File: config.mk
export PLATFORM = sky130hd
export DESIGN_NAME = integer_to_ascii_formatter_top
export DESIGN_NICKNAME = d
export VERILOG_FILES = /design/src/itoa_pkg.sv /design/src/itoa_div_unit.sv /design/src/integer_to_ascii_formatter_top.sv
export SDC_FILE = /design/constraint.sdc
export NUM_CORES = 1
export LEC_CHECK = 0
export ABC_AREA = 1
export ABC_CLOCK_PERIOD_IN_PS = 6350
export BUFFER_PORTS_ARGS = -buffer_cell sky130_fd_sc_hd__buf_4
export CORE_MARGIN = 8
export CORE_UTILIZATION = 55
export DETAILED_ROUTE_END_ITERATION = 8
export PLACE_DENSITY = 0.71
export RECOVER_POWER = 50
export SLEW_MARGIN = 15
export SYNTH_ARGS = -nofsm -noshare
export SYNTH_HDL_FRONTEND = slang
export SYNTH_SLANG_ARGS = --single-unit
File: constraint.sdc
create_clock -name clk -period 6.35 [get_ports clk]
set_input_delay 1.27 -clock clk [delete_from_list [all_inputs] [get_ports clk]]
set_output_delay 1.27 -clock clk [all_outputs]
set_load 0.1 [all_outputs]
File: src/itoa_pkg.sv
`timescale 1ns / 1ps
// Shared types, codes and constants for the integer-to-ASCII formatter.
// Used by itoa_div_unit and integer_to_ascii_formatter_top; depends on nothing.
package itoa_pkg;

	// Conversion modes as they arrive on the input item.
	localparam logic [2:0] MODE_OCT  = 3'd0;
	localparam logic [2:0] MODE_DEC  = 3'd1;
	localparam logic [2:0] MODE_HEXU = 3'd2;
	localparam logic [2:0] MODE_HEXL = 3'd3;
	localparam logic [2:0] MODE_SDEC = 3'd4;

	// Radix selection for the shared divide unit.
	typedef enum logic [1:0] {
		BASE_OCT,
		BASE_DEC,
		BASE_HEX
	} base_t;

	// Field width saturation and digit buffer sizing.
	localparam int MAX_WIDTH = 64;
	localparam int FW_W      = 7;
	localparam int DIG_MAX   = 12;
	localparam int DIG_W     = $clog2(DIG_MAX + 1);

	// Reciprocal of ten scaled by 2^35; exact quotient for every 32-bit value.
	localparam logic [31:0] RECIP_10 = 32'hCCCC_CCCD;
	localparam int          RECIP_SH = 35;

	// ASCII codes.
	localparam logic [7:0] CH_ZERO  = 8'h30;
	localparam logic [7:0] CH_UPPER = 8'h41;
	localparam logic [7:0] CH_LOWER = 8'h61;
	localparam logic [7:0] CH_MINUS = 8'h2D;
	localparam logic [7:0] CH_SPACE = 8'h20;

	// Map a digit value to its ASCII character.
	function automatic logic [7:0] digit_char(input logic [3:0] d, input logic lower);
		logic [7:0] base_ch;
		base_ch = lower ? CH_LOWER : CH_UPPER;
		if (d < 4'd10) begin
			digit_char = CH_ZERO + {4'b0, d};
		end else begin
			digit_char = base_ch + {4'b0, d - 4'd10};
		end
	endfunction

endpackage

File: src/itoa_div_unit.sv
`timescale 1ns / 1ps
// Shared divide unit: quotient and remainder of a 32-bit value by 8, 10 or 16.
// One register stage; depends on itoa_pkg.
module itoa_div_unit (
	input  logic               clk,
	input  itoa_pkg::base_t    base,
	input  logic [31:0]        num,
	output logic [31:0]        quo,
	output logic [3:0]         rem
);

	logic [63:0] prod_q;
	logic [31:0] num_q;
	logic [31:0] q_dec;
	logic [31:0] back_dec;

	// Register the reciprocal product and the dividend.
	always_ff @(posedge clk) begin
		prod_q <= 64'(num) * 64'(itoa_pkg::RECIP_10);
		num_q  <= num;
	end

	// Decimal quotient from the product, remainder by shift-and-add back.
	assign q_dec    = 32'(prod_q[63:itoa_pkg::RECIP_SH]);
	assign back_dec = {q_dec[28:0], 3'b000} + {q_dec[30:0], 1'b0};

	always_comb begin
		unique case (base)
			itoa_pkg::BASE_OCT: begin
				quo = {3'b000, num_q[31:3]};
				rem = {1'b0, num_q[2:0]};
			end
			itoa_pkg::BASE_HEX: begin
				quo = {4'b0000, num_q[31:4]};
				rem = num_q[3:0];
			end
			default: begin
				quo = q_dec;
				rem = 4'((num_q - back_dec) & 32'hF);
			end
		endcase
	end

endmodule

File: src/integer_to_ascii_formatter_top.sv
`timescale 1ns / 1ps
// Top level of the integer-to-ASCII formatter: input sequencer, digit buffer
// and character output register. Depends on itoa_pkg and itoa_div_unit.

// Each input item is one 32-bit value converted printf style (%o, %u, %X, %x
// or %d) into a run of ASCII characters, one output item per character, with
// tlast on the final one. Leading spaces pad the run up to min_width (capped
// at 64), then comes any minus sign, then the digits. The block works on one
// item at a time: it accepts the item, extracts each digit in the shared
// divide unit (multiply stage, then digit write-back), closes the padding
// phase, then emits one character per cycle while the sink is ready. The last
// character may still wait in the output register while the next item is
// accepted.
module integer_to_ascii_formatter_top (
	input  logic        clk,
	input  logic        arst_n,
	input  logic        s_axis_tvalid,
	output logic        s_axis_tready,
	input  logic [47:0] s_axis_tdata,   // mode[2:0], value[34:3], min_width[41:35], zeros
	output logic        m_axis_tvalid,
	input  logic        m_axis_tready,
	output logic [7:0]  m_axis_tdata,   // character[7:0]
	output logic        m_axis_tlast    // last
);

	localparam logic [2:0] S_IDLE = 3'd0;
	localparam logic [2:0] S_MUL  = 3'd1;
	localparam logic [2:0] S_DIG  = 3'd2;
	localparam logic [2:0] S_PAD  = 3'd3;
	localparam logic [2:0] S_SIGN = 3'd4;
	localparam logic [2:0] S_OUT  = 3'd5;

	localparam int W = itoa_pkg::FW_W;
	localparam int D = itoa_pkg::DIG_W;

	logic [2:0]        state_q;
	itoa_pkg::base_t   base_q;
	logic              lower_q;
	logic              neg_q;
	logic [31:0]       val_q;
	logic [W-1:0]      width_q;
	logic [D-1:0]      nd_q;
	logic [D-1:0]      idx_q;
	logic [W-1:0]      pad_q;
	logic [3:0]        digs_q [itoa_pkg::DIG_MAX];
	logic              out_valid_q;
	logic [7:0]        out_char_q;
	logic              out_last_q;

	logic              accept;
	logic              out_free;
	logic              out_load;
	logic [2:0]        in_mode;
	logic [31:0]       in_value;
	logic [W-1:0]      in_width;
	logic [31:0]       div_quo;
	logic [3:0]        div_rem;
	logic [D-1:0]      nd_next;
	logic [W-1:0]      need;
	logic              dig_done;

	// Unpack the input item.
	assign in_mode  = s_axis_tdata[2:0];
	assign in_value = s_axis_tdata[34:3];
	assign in_width = s_axis_tdata[41:35];

	assign s_axis_tready = (state_q == S_IDLE);
	assign accept        = s_axis_tvalid && s_axis_tready;
	assign out_free      = !out_valid_q || m_axis_tready;

	// A pad, sign or digit character is loaded into the output register.
	assign out_load = out_free && (((state_q == S_PAD) && (pad_q != W'(0))) ||
		(state_q == S_SIGN) || (state_q == S_OUT));

	assign m_axis_tvalid = out_valid_q;
	assign m_axis_tdata  = out_char_q;
	assign m_axis_tlast  = out_last_q;

	// Shared divide unit, fed from the running value.
	itoa_div_unit u_div (
		.clk  (clk),
		.base (base_q),
		.num  (val_q),
		.quo  (div_quo),
		.rem  (div_rem)
	);

	// Digit count after this step and the characters needed before padding.
	assign nd_next  = nd_q + D'(1);
	assign need     = W'(nd_next) + W'(neg_q);
	assign dig_done = (div_quo == 32'd0) || (nd_next == D'(itoa_pkg::DIG_MAX));

	// Sequencer and control state.
	always_ff @(posedge clk or negedge arst_n) begin
		if (!arst_n) begin
			state_q     <= S_IDLE;
			out_valid_q <= 1'b0;
		end else begin
			if (out_load) begin
				out_valid_q <= 1'b1;
			end else if (m_axis_tready) begin
				out_valid_q <= 1'b0;
			end
			unique case (state_q)
				S_IDLE: begin
					if (accept) begin
						state_q <= S_MUL;
					end
				end
				S_MUL: begin
					state_q <= S_DIG;
				end
				S_DIG: begin
					state_q <= dig_done ? S_PAD : S_MUL;
				end
				S_PAD: begin
					if (pad_q == W'(0)) begin
						state_q <= neg_q ? S_SIGN : S_OUT;
					end
				end
				S_SIGN: begin
					if (out_free) begin
						state_q <= S_OUT;
					end
				end
				S_OUT: begin
					if (out_free && idx_q == D'(0)) begin
						state_q <= S_IDLE;
					end
				end
				default: begin
					state_q <= S_IDLE;
				end
			endcase
		end
	end

	// Datapath registers.
	always_ff @(posedge clk) begin
		unique case (state_q)
			S_IDLE: begin
				if (accept) begin
					nd_q    <= D'(0);
					neg_q   <= 1'b0;
					lower_q <= 1'b0;
					val_q   <= in_value;
					width_q <= (in_width > W'(itoa_pkg::MAX_WIDTH)) ?
						W'(itoa_pkg::MAX_WIDTH) : in_width;
					unique case (in_mode)
						itoa_pkg::MODE_OCT:  base_q <= itoa_pkg::BASE_OCT;
						itoa_pkg::MODE_HEXU: base_q <= itoa_pkg::BASE_HEX;
						itoa_pkg::MODE_HEXL: begin
							base_q  <= itoa_pkg::BASE_HEX;
							lower_q <= 1'b1;
						end
						itoa_pkg::MODE_SDEC: begin
							base_q <= itoa_pkg::BASE_DEC;
							if (in_value[31]) begin
								neg_q <= 1'b1;
								val_q <= 32'd0 - in_value;
							end
						end
						default: base_q <= itoa_pkg::BASE_DEC;
					endcase
				end
			end
			S_DIG: begin
				digs_q[nd_q] <= div_rem;
				nd_q         <= nd_next;
				val_q        <= div_quo;
				idx_q        <= nd_q;
				pad_q        <= (width_q > need) ? (width_q - need) : W'(0);
			end
			S_PAD: begin
				if (pad_q != W'(0) && out_free) begin
					out_char_q <= itoa_pkg::CH_SPACE;
					out_last_q <= 1'b0;
					pad_q      <= pad_q - W'(1);
				end
			end
			S_SIGN: begin
				if (out_free) begin
					out_char_q <= itoa_pkg::CH_MINUS;
					out_last_q <= 1'b0;
				end
			end
			S_OUT: begin
				if (out_free) begin
					out_char_q <= itoa_pkg::digit_char(digs_q[idx_q], lower_q);
					out_last_q <= (idx_q == D'(0));
					idx_q      <= idx_q - D'(1);
				end
			end
			default: begin
			end
		endcase
	end

`ifndef SYNTHESIS
	// An accepted item always starts the divide sequence.
	a_accept_starts: assert property (@(posedge clk) disable iff (!arst_n)
		accept |=> (state_q == S_MUL))
		else $error("accepted item did not start digit extraction");

	// A decimal remainder from the reciprocal unit is a valid digit.
	a_dec_digit: assert property (@(posedge clk) disable iff (!arst_n)
		(state_q == S_DIG && base_q == itoa_pkg::BASE_DEC) |-> (div_rem <= 4'd9))
		else $error("decimal remainder out of range");

	// The final digit goes out flagged as the end of the run.
	a_last_digit: assert property (@(posedge clk) disable iff (!arst_n)
		(state_q == S_OUT && out_free && idx_q == D'(0)) |=>
		(m_axis_tvalid && m_axis_tlast && state_q == S_IDLE))
		else $error("final digit not marked last");

	// The digit buffer never overflows.
	a_nd_bound: assert property (@(posedge clk) disable iff (!arst_n)
		(state_q == S_DIG) |-> (nd_q < D'(itoa_pkg::DIG_MAX)))
		else $error("digit buffer overflow");
`endif

endmodule

==> results of run 1 <==
## sequential cells by signal (all words and copies together) (netlist names), 4 cells and up, named ones only
register,cells
u_div.prod_q,31
digs_q,48
pad_q,7
nd_q,4
width_q,7
val_q,32
m_axis_tdata,7
u_div.num_q,30
idx_q,4
## per-layer routing
metal / track usage, % / share of wire (%)
met2: 47.7 / 46
met3: 2.78 / 5.5
met5: 0 / 0
met4: 16.4 / 7.0
met1: 38.4 / 41
## synthesized netlist by cell type, drive strengths merged, types with 10 or more instances
library cell    n
nand2         758
nand3         129
dfxtp          65
edfxtp        114
o21ai          93
clkbuf         10
nor3           40
buf            26
a21oi          82
xor2           62
nand4          17
ha            370
fa            387
o21bai         20
nor2          263
xnor2          21
inv           934
## timing repair
action | CTS | global route
pin swaps | 2 | 79
endpoints found under the setup margin | 27 | 29
gates cloned | 0 | 0
buffers inserted | 9 | 7
gates resized for setup | 13 | 214
## worst max path at each step
stage,end,cells after the start
floorplan,u_div.prod_q[54],24
global placement,u_div.prod_q[37],23
detailed placement,u_div.prod_q[41],23
CTS,u_div.prod_q[63],25
global route,u_div.prod_q[55],27
finish,u_div.prod_q[55],27
## stage by stage
step / TNS, ps / std cells / setup WS, ps / cell area (um^2) / hold slack (ps)
floorplan: 0 / 3446 / 527 / 27900 / 453
global placement: -666 / 4438 / -94.3 / 31300 / 519
detailed placement: -799 / 4438 / -77.5 / 31300 / 524
CTS: 0 / 4479 / 0.469 / 31900 / 529
global route: -969 / 4486 / -84.9 / 32900 / 541
finish: 0 / 4486 / 71.0 / 32900 / 539
## cells in the final DEF, fill, tap and decap left out, types with 4 or more instances in the layout
cell type	instances
dfxtp_1	65
or2_2	5
o211ai_1	6
nor2_1	221
nor3_2	5
o21bai_1	18
nor2_4	6
o21ai_0	80
ha_2	7
nand3_1	116
buf_6	6
nand3_2	13
nor2_2	35
buf_4	363
clkinv_4	5
fa_1	372
nand2_2	56
a21o_1	8
a21oi_1	60
inv_2	11
nand2_4	5
a21oi_2	20
o21ai_1	11
clkbuf_16	17
xor2_1	60
ha_4	31
nand4_1	17
edfxtp_1	114
nor3_1	33
nor4_1	5
fa_2	15
nand2_1	697
dfrtp_1	4
ha_1	332
inv_1	922
xnor2_1	20
## area by class of cell
type / count / area [um^2]
multi-input combinational: 2293 / 20300
fill: 4244 / 17300
sequential: 183 / 4820
inverter: 934 / 3510
timing repair buffer: 372 / 2840
tap: 672 / 841
clock buffer: 19 / 433
clock inverter: 13 / 134
## critical path: stages (launching register included)
cell and delay, ps:
edfxtp_1 530, buf_4 170, ha_2 180, inv_1 80, fa_1 530, inv_2 50
fa_1 480, inv_1 50, fa_1 500, inv_1 50, fa_2 570, fa_1 460
fa_2 540, fa_2 630, ha_4 220, nand2_2 110, inv_1 50, nand2_1 70
nand2_2 70, o21bai_1 160, buf_4 160, nand2_1 70, nand2_2 60, buf_4 120
nand2_1 80, nand3_1 80, nand2_1 60, nand2_1 50
## kinds of logic after synthesis
| kind of cell | Yosys count | share of synthesized area [%] |
|---|---|---|
| XOR/XNOR | 83 | 2.60 |
| AO/OA/AOI/OAI | 227 | 4.59 |
| adder cells (fa/ha/maj) | 757 | 44.3 |
| AND/OR/NAND/NOR | 1225 | 17.8 |
| flip-flops | 183 | 17.3 |
| buffers and inverters | 970 | 13.4 |
| other | 1 | 0.0134 |
==> key figures, run 1 <==
Flow run
  – Max Cap Viol: 0

Floorplanning
  – Area of the core: 50200 um^2
  – Core Rows: 82
  – DIE HEIGHT: 241 um
  – Die width: 241 um
  – Boundary pin count: 63
  – Initial Util: 55.7%
  – Total die area: 58200 um^2

GRT
  – GRT Residual Overflow: 0
  – First-pass GRT wire length: 129000 um
  – All-Layer GR Usage: 29.3%
  – Vias in the first global route: 23100
  – Initial antenna violation count: 0
  – Largest net degree at the start of global routing: 39

Critical path
  – CP arrival: 6620 ps
  – Worst setup EP type: flop
  – Startpoint Class: flop
  – Crit path kind: flop to flop
  – Worst R2R Setup Slack: 70 ps
  – Reg2reg path depth: 27
  – WP data required: 6690 ps
  – Reg2Reg Launch Point: val_q[10]
  – Critical register-to-register path endpoint: u_div.prod_q[55]
  – Worst-path fanout max: 3
  – Worst setup path start: val_q[10]

Clock tree
  – CTS Hold Bufs: 0
  – Clk pin slew, worst setup/hold paths: 70 ps
  – Root Driver: clkbuf_16
  – CTS H-Tree Depth: 4
  – # clock sinks: 183
  – CTS tree: yes
  – TritonCTS Buffers: 17
  – Worst-Skew Late Latency: 450 ps
  – Clock buffer depth: 2

Worst hold path
  – Worst Hold End: u_div.num_q[19]
  – Hold Startpoint: val_q[19]
  – Hold Crit Depth: 1
  – Tightest Hold Check Type: flop to flop

Yosys
  – Synthesized cell area: 27900 um^2
  – Syn_nets: 4255
  – Post-synth EDFFs: 114
  – Largest cells by area after synthesis: fa_1 (28%), ha_1 (17%), inv_1 (12%)
  – Synthesized instance count: 3446
  – FFs w/ async S/R, synth: 2.19%
  – Syn_area_per_cell: 8.10 um^2
  – Top cell type's share of synthesized area: 27.7%
  – Post-synthesis sequential area ratio: 17.3%
  – Synth warn: 0
  – Post-synth top flop: edfxtp_1
  – Synth Register Bits: 183
  – Distinct cell type count after synthesis: 50
  – Largest area contributor in the netlist: fa_1

Timing
  – Setup-failing EPs final: 0
  – Peak Freq: 159 MHz
  – Worst slew margin: 23.7%
  – Worst Max-Slew Pin Slew: 1140 ps
  – Setup Skew: 14.0 ps
  – Fin. Hold Viols: 0
  – RSZ-0062 raised after global routing: yes
  – Crit share post-route: 98.9%
  – Final Max Slew Viols: 0
  – Min Tclk post-route: 6280 ps

Detailed routing
  – DRT iter0 DRCs: 1860
  – WL final: 84400 um
  – Via count: 23000
  – Vias per cell: 5.13
  – First-pass iteration count of the detailed router: 5
  – Antenna Violating Nets Remaining: 0
  – Residual DRC: 0
  – WL/cell: 18.8 um

Final layout
  – Area delta synth->final: 17.7%
  – Share of cells above drive strength 1: 16.4%
  – N_diodes: 0
  – Util after Layout: 65.5%
  – Fin nets: 4610

Placed design
  – Port-buffer cells: 55
  – RD Place Congestion: 1.01
  – Hpwl dp: 73300 um

Outcome
  – Status: complete, no violations
Power of run 1 is left out: the tool's default activity adds up to more than one toggle a clock period on the data nets, which glitch-free logic cannot reach.
==> run 2, diff against run 1 <==
--- a/config.mk
+++ b/config.mk
@@ -8,9 +8,11 @@
 export ABC_AREA = 1
 export ABC_CLOCK_PERIOD_IN_PS = 6350
 export BUFFER_PORTS_ARGS = -buffer_cell sky130_fd_sc_hd__buf_4
+export CAP_MARGIN = 30
 export CORE_MARGIN = 8
 export CORE_UTILIZATION = 55
 export DETAILED_ROUTE_END_ITERATION = 8
+export GPL_TIMING_DRIVEN = 0
 export PLACE_DENSITY = 0.71
 export RECOVER_POWER = 50
 export SLEW_MARGIN = 15
==> run 2 against run 1 <==
  * Die area did not move
  * Via count decreased by 2.2%
  * Cell count is 3.9% lower
  * Flip-flop and latch count unchanged
  * Routed wire length shrank 0.33%
  * Clock skew up 0.68 ps
  * Non-clock buffer count shrank 174
  * Register-to-register slack gained 40 ps
  * Sequential share of layout area grew 0.50 points
  * Highest routed layer unchanged
==> key figures, run 2 (same netlist as run 1, synthesis figures left out) <==
Final layout
  – Largest Register: digs_q
  – Fin nets: 4436
  – Top Registers: digs_q: 48 flops, val_q: 32 flops, u_div.prod_q: 31 flops
  – Layout Cells excl Fill: 4312
  – N_diodes: 0
  – Design Area, Final: 31800 um^2
  – Most frequent cells in the layout: inv_1 (925), nand2_1 (720), fa_1 (381)
  – Largest register FFs: 48
  – Commonest non-fill, non-tap cell in the layout: inv_1
  – Area delta synth->final: 13.8%
  – Share of cells above drive strength 1: 12.0%

Detailed routing
  – Via count: 22500
  – WL met3: 5990 um
  – First-pass iteration count of the detailed router: 7
  – Highest routed layer: met4
  – WL/cell: 19.5 um
  – WL final: 84100 um
  – Metal2 WL: 37300 um
  – Vias per cell: 5.22
  – M1 WL: 34300 um
  – Residual DRC: 0
  – Antenna Violating Nets Remaining: 0
  – DRT iter0 DRCs: 1727

Floorplanning
  – Area of the core: 50200 um^2
  – DIE HEIGHT: 241 um
  – Total die area: 58200 um^2
  – Die width: 241 um
  – Core Rows: 82
  – Boundary pin count: 63
  – Initial Util: 55.7%

Critical path
  – Slowest-stage cell, CP: fa_2
  – Worst setup EP type: flop
  – Critical register-to-register path endpoint: u_div.prod_q[63]
  – Crit path kind: flop to flop
  – Worst path bufs/invs: 5
  – Reg2reg path depth: 25
  – Reg2Reg Launch Point: val_q[14]
  – Slowest stage delay, CP: 580 ps
  – Worst-path fanout max: 4
  – Critical path's top delay family: adder cells
  – WP data required: 6700 ps
  – CP arrival: 6590 ps
  – Worst R2R Setup Slack: 110 ps
  – Worst path most repeated cell: nand2_1
  – Startpoint Class: flop

Clock tree
  – # clock sinks: 183
  – Worst-Skew Late Latency: 450 ps
  – CTS Hold Bufs: 0
  – TritonCTS Buffers: 17
  – Clk pin slew, worst setup/hold paths: 70 ps
  – Clock buffer depth: 2
  – CTS H-Tree Depth: 4
  – CTS tree: yes
  – Root Driver: clkbuf_16

Timing
  – Min Tclk post-route: 6240 ps
  – Final Max Slew Viols: 0
  – Worst Max-Slew Pin Slew: 926 ps
  – Worst slew margin: 38.0%
  – Fin Hold WS: 561 ps
  – RSZ-0062 raised after global routing: yes
  – Fin. Hold Viols: 0
  – Setup-failing EPs final: 0
  – Crit share post-route: 98.2%
  – Setup Skew: 14.7 ps
  – Peak Freq: 160 MHz

Placed design
  – Placed insts: 4177
  – Port-buffer cells: 55
  – Post-DP Area: 29200 um^2
  – RD Place Congestion: 1.01
  – Hpwl dp: 69600 um

Worst hold path
  – Hold Startpoint: val_q[26]
  – Tightest Hold Check Type: flop to flop
  – Hold Crit Depth: 1
  – Worst Hold End: u_div.num_q[26]

Outcome
  – Status: complete, no violations

GRT
  – Initial antenna violation count: 0
  – Vias in the first global route: 22800
  – First-pass GRT wire length: 128000 um
  – GRT Residual Overflow: 0
  – Largest net degree at the start of global routing: 25
  – All-Layer GR Usage: 29.3%

Flow run
  – Max Cap Viol: 0
run 2: cell count changes in the layout (fill, tap and decap cells not counted), sizes merged:
cell and delta:
inv -2, buf -181, bufinv +1, clkinv -3, clkbuf +5, clkinvlp +6
run 2: per-layer routing:
layer,global-route usage [%],vias to the layer above
met5,0,-
met4,18.5,0
met3,4.81,228
met2,46.0,876
met1,37.5,10700
li1,-,10800
run 2: worst max-delay path by stage:
| stage | startpoint | slack, ps | cells past startpoint | to |
|---|---|---|---|---|
| 2_1_floorplan | val_q[18] | 530 | 24 | u_div.prod_q[54] |
| 3_3_place_gp | val_q[9] | -640 | 21 | u_div.prod_q[41] |
| 3_5_place_dp | val_q[9] | -620 | 21 | u_div.prod_q[41] |
| 4_1_cts | val_q[19] | -10 | 22 | u_div.prod_q[41] |
| 5_1_grt | val_q[25] | -70 | 24 | u_div.prod_q[46] |
| 6_report | val_q[14] | 110 | 25 | u_div.prod_q[63] |
run 2: cell type report:
cell class                      count  area, um^2
Buffer                             33         220
Clock buffer                       17         425
Clock inverter                     15         161
Fill cell                        4302       18400
Inverter                          934        3520
Multi-Input combinational cell   2293       20500
Sequential cell                   183        4820
Tap cell                          672         841
Timing Repair Buffer              165        1280
run 2: timing repair:
| action | in CTS | in global routing |
|---|---|---|
| gates resized for setup | 75 | 172 |
| buffers inserted | 72 | 33 |
| endpoints found under the setup margin | 29 | 29 |
| pin swaps | 2 | 36 |
run 2: through the flow:
step	util, %	TNS, ps	worst slack [ps]
after global routing	63.4	-793	-74.6
after detailed placement	58.3	-12520	-624
after CTS	61.1	-14.7	-14.7
after floorplan	-	0	527
final	63.4	0	113
after global placement	58.2	-11970	-642
Power of run 2 is left out for the same reason.
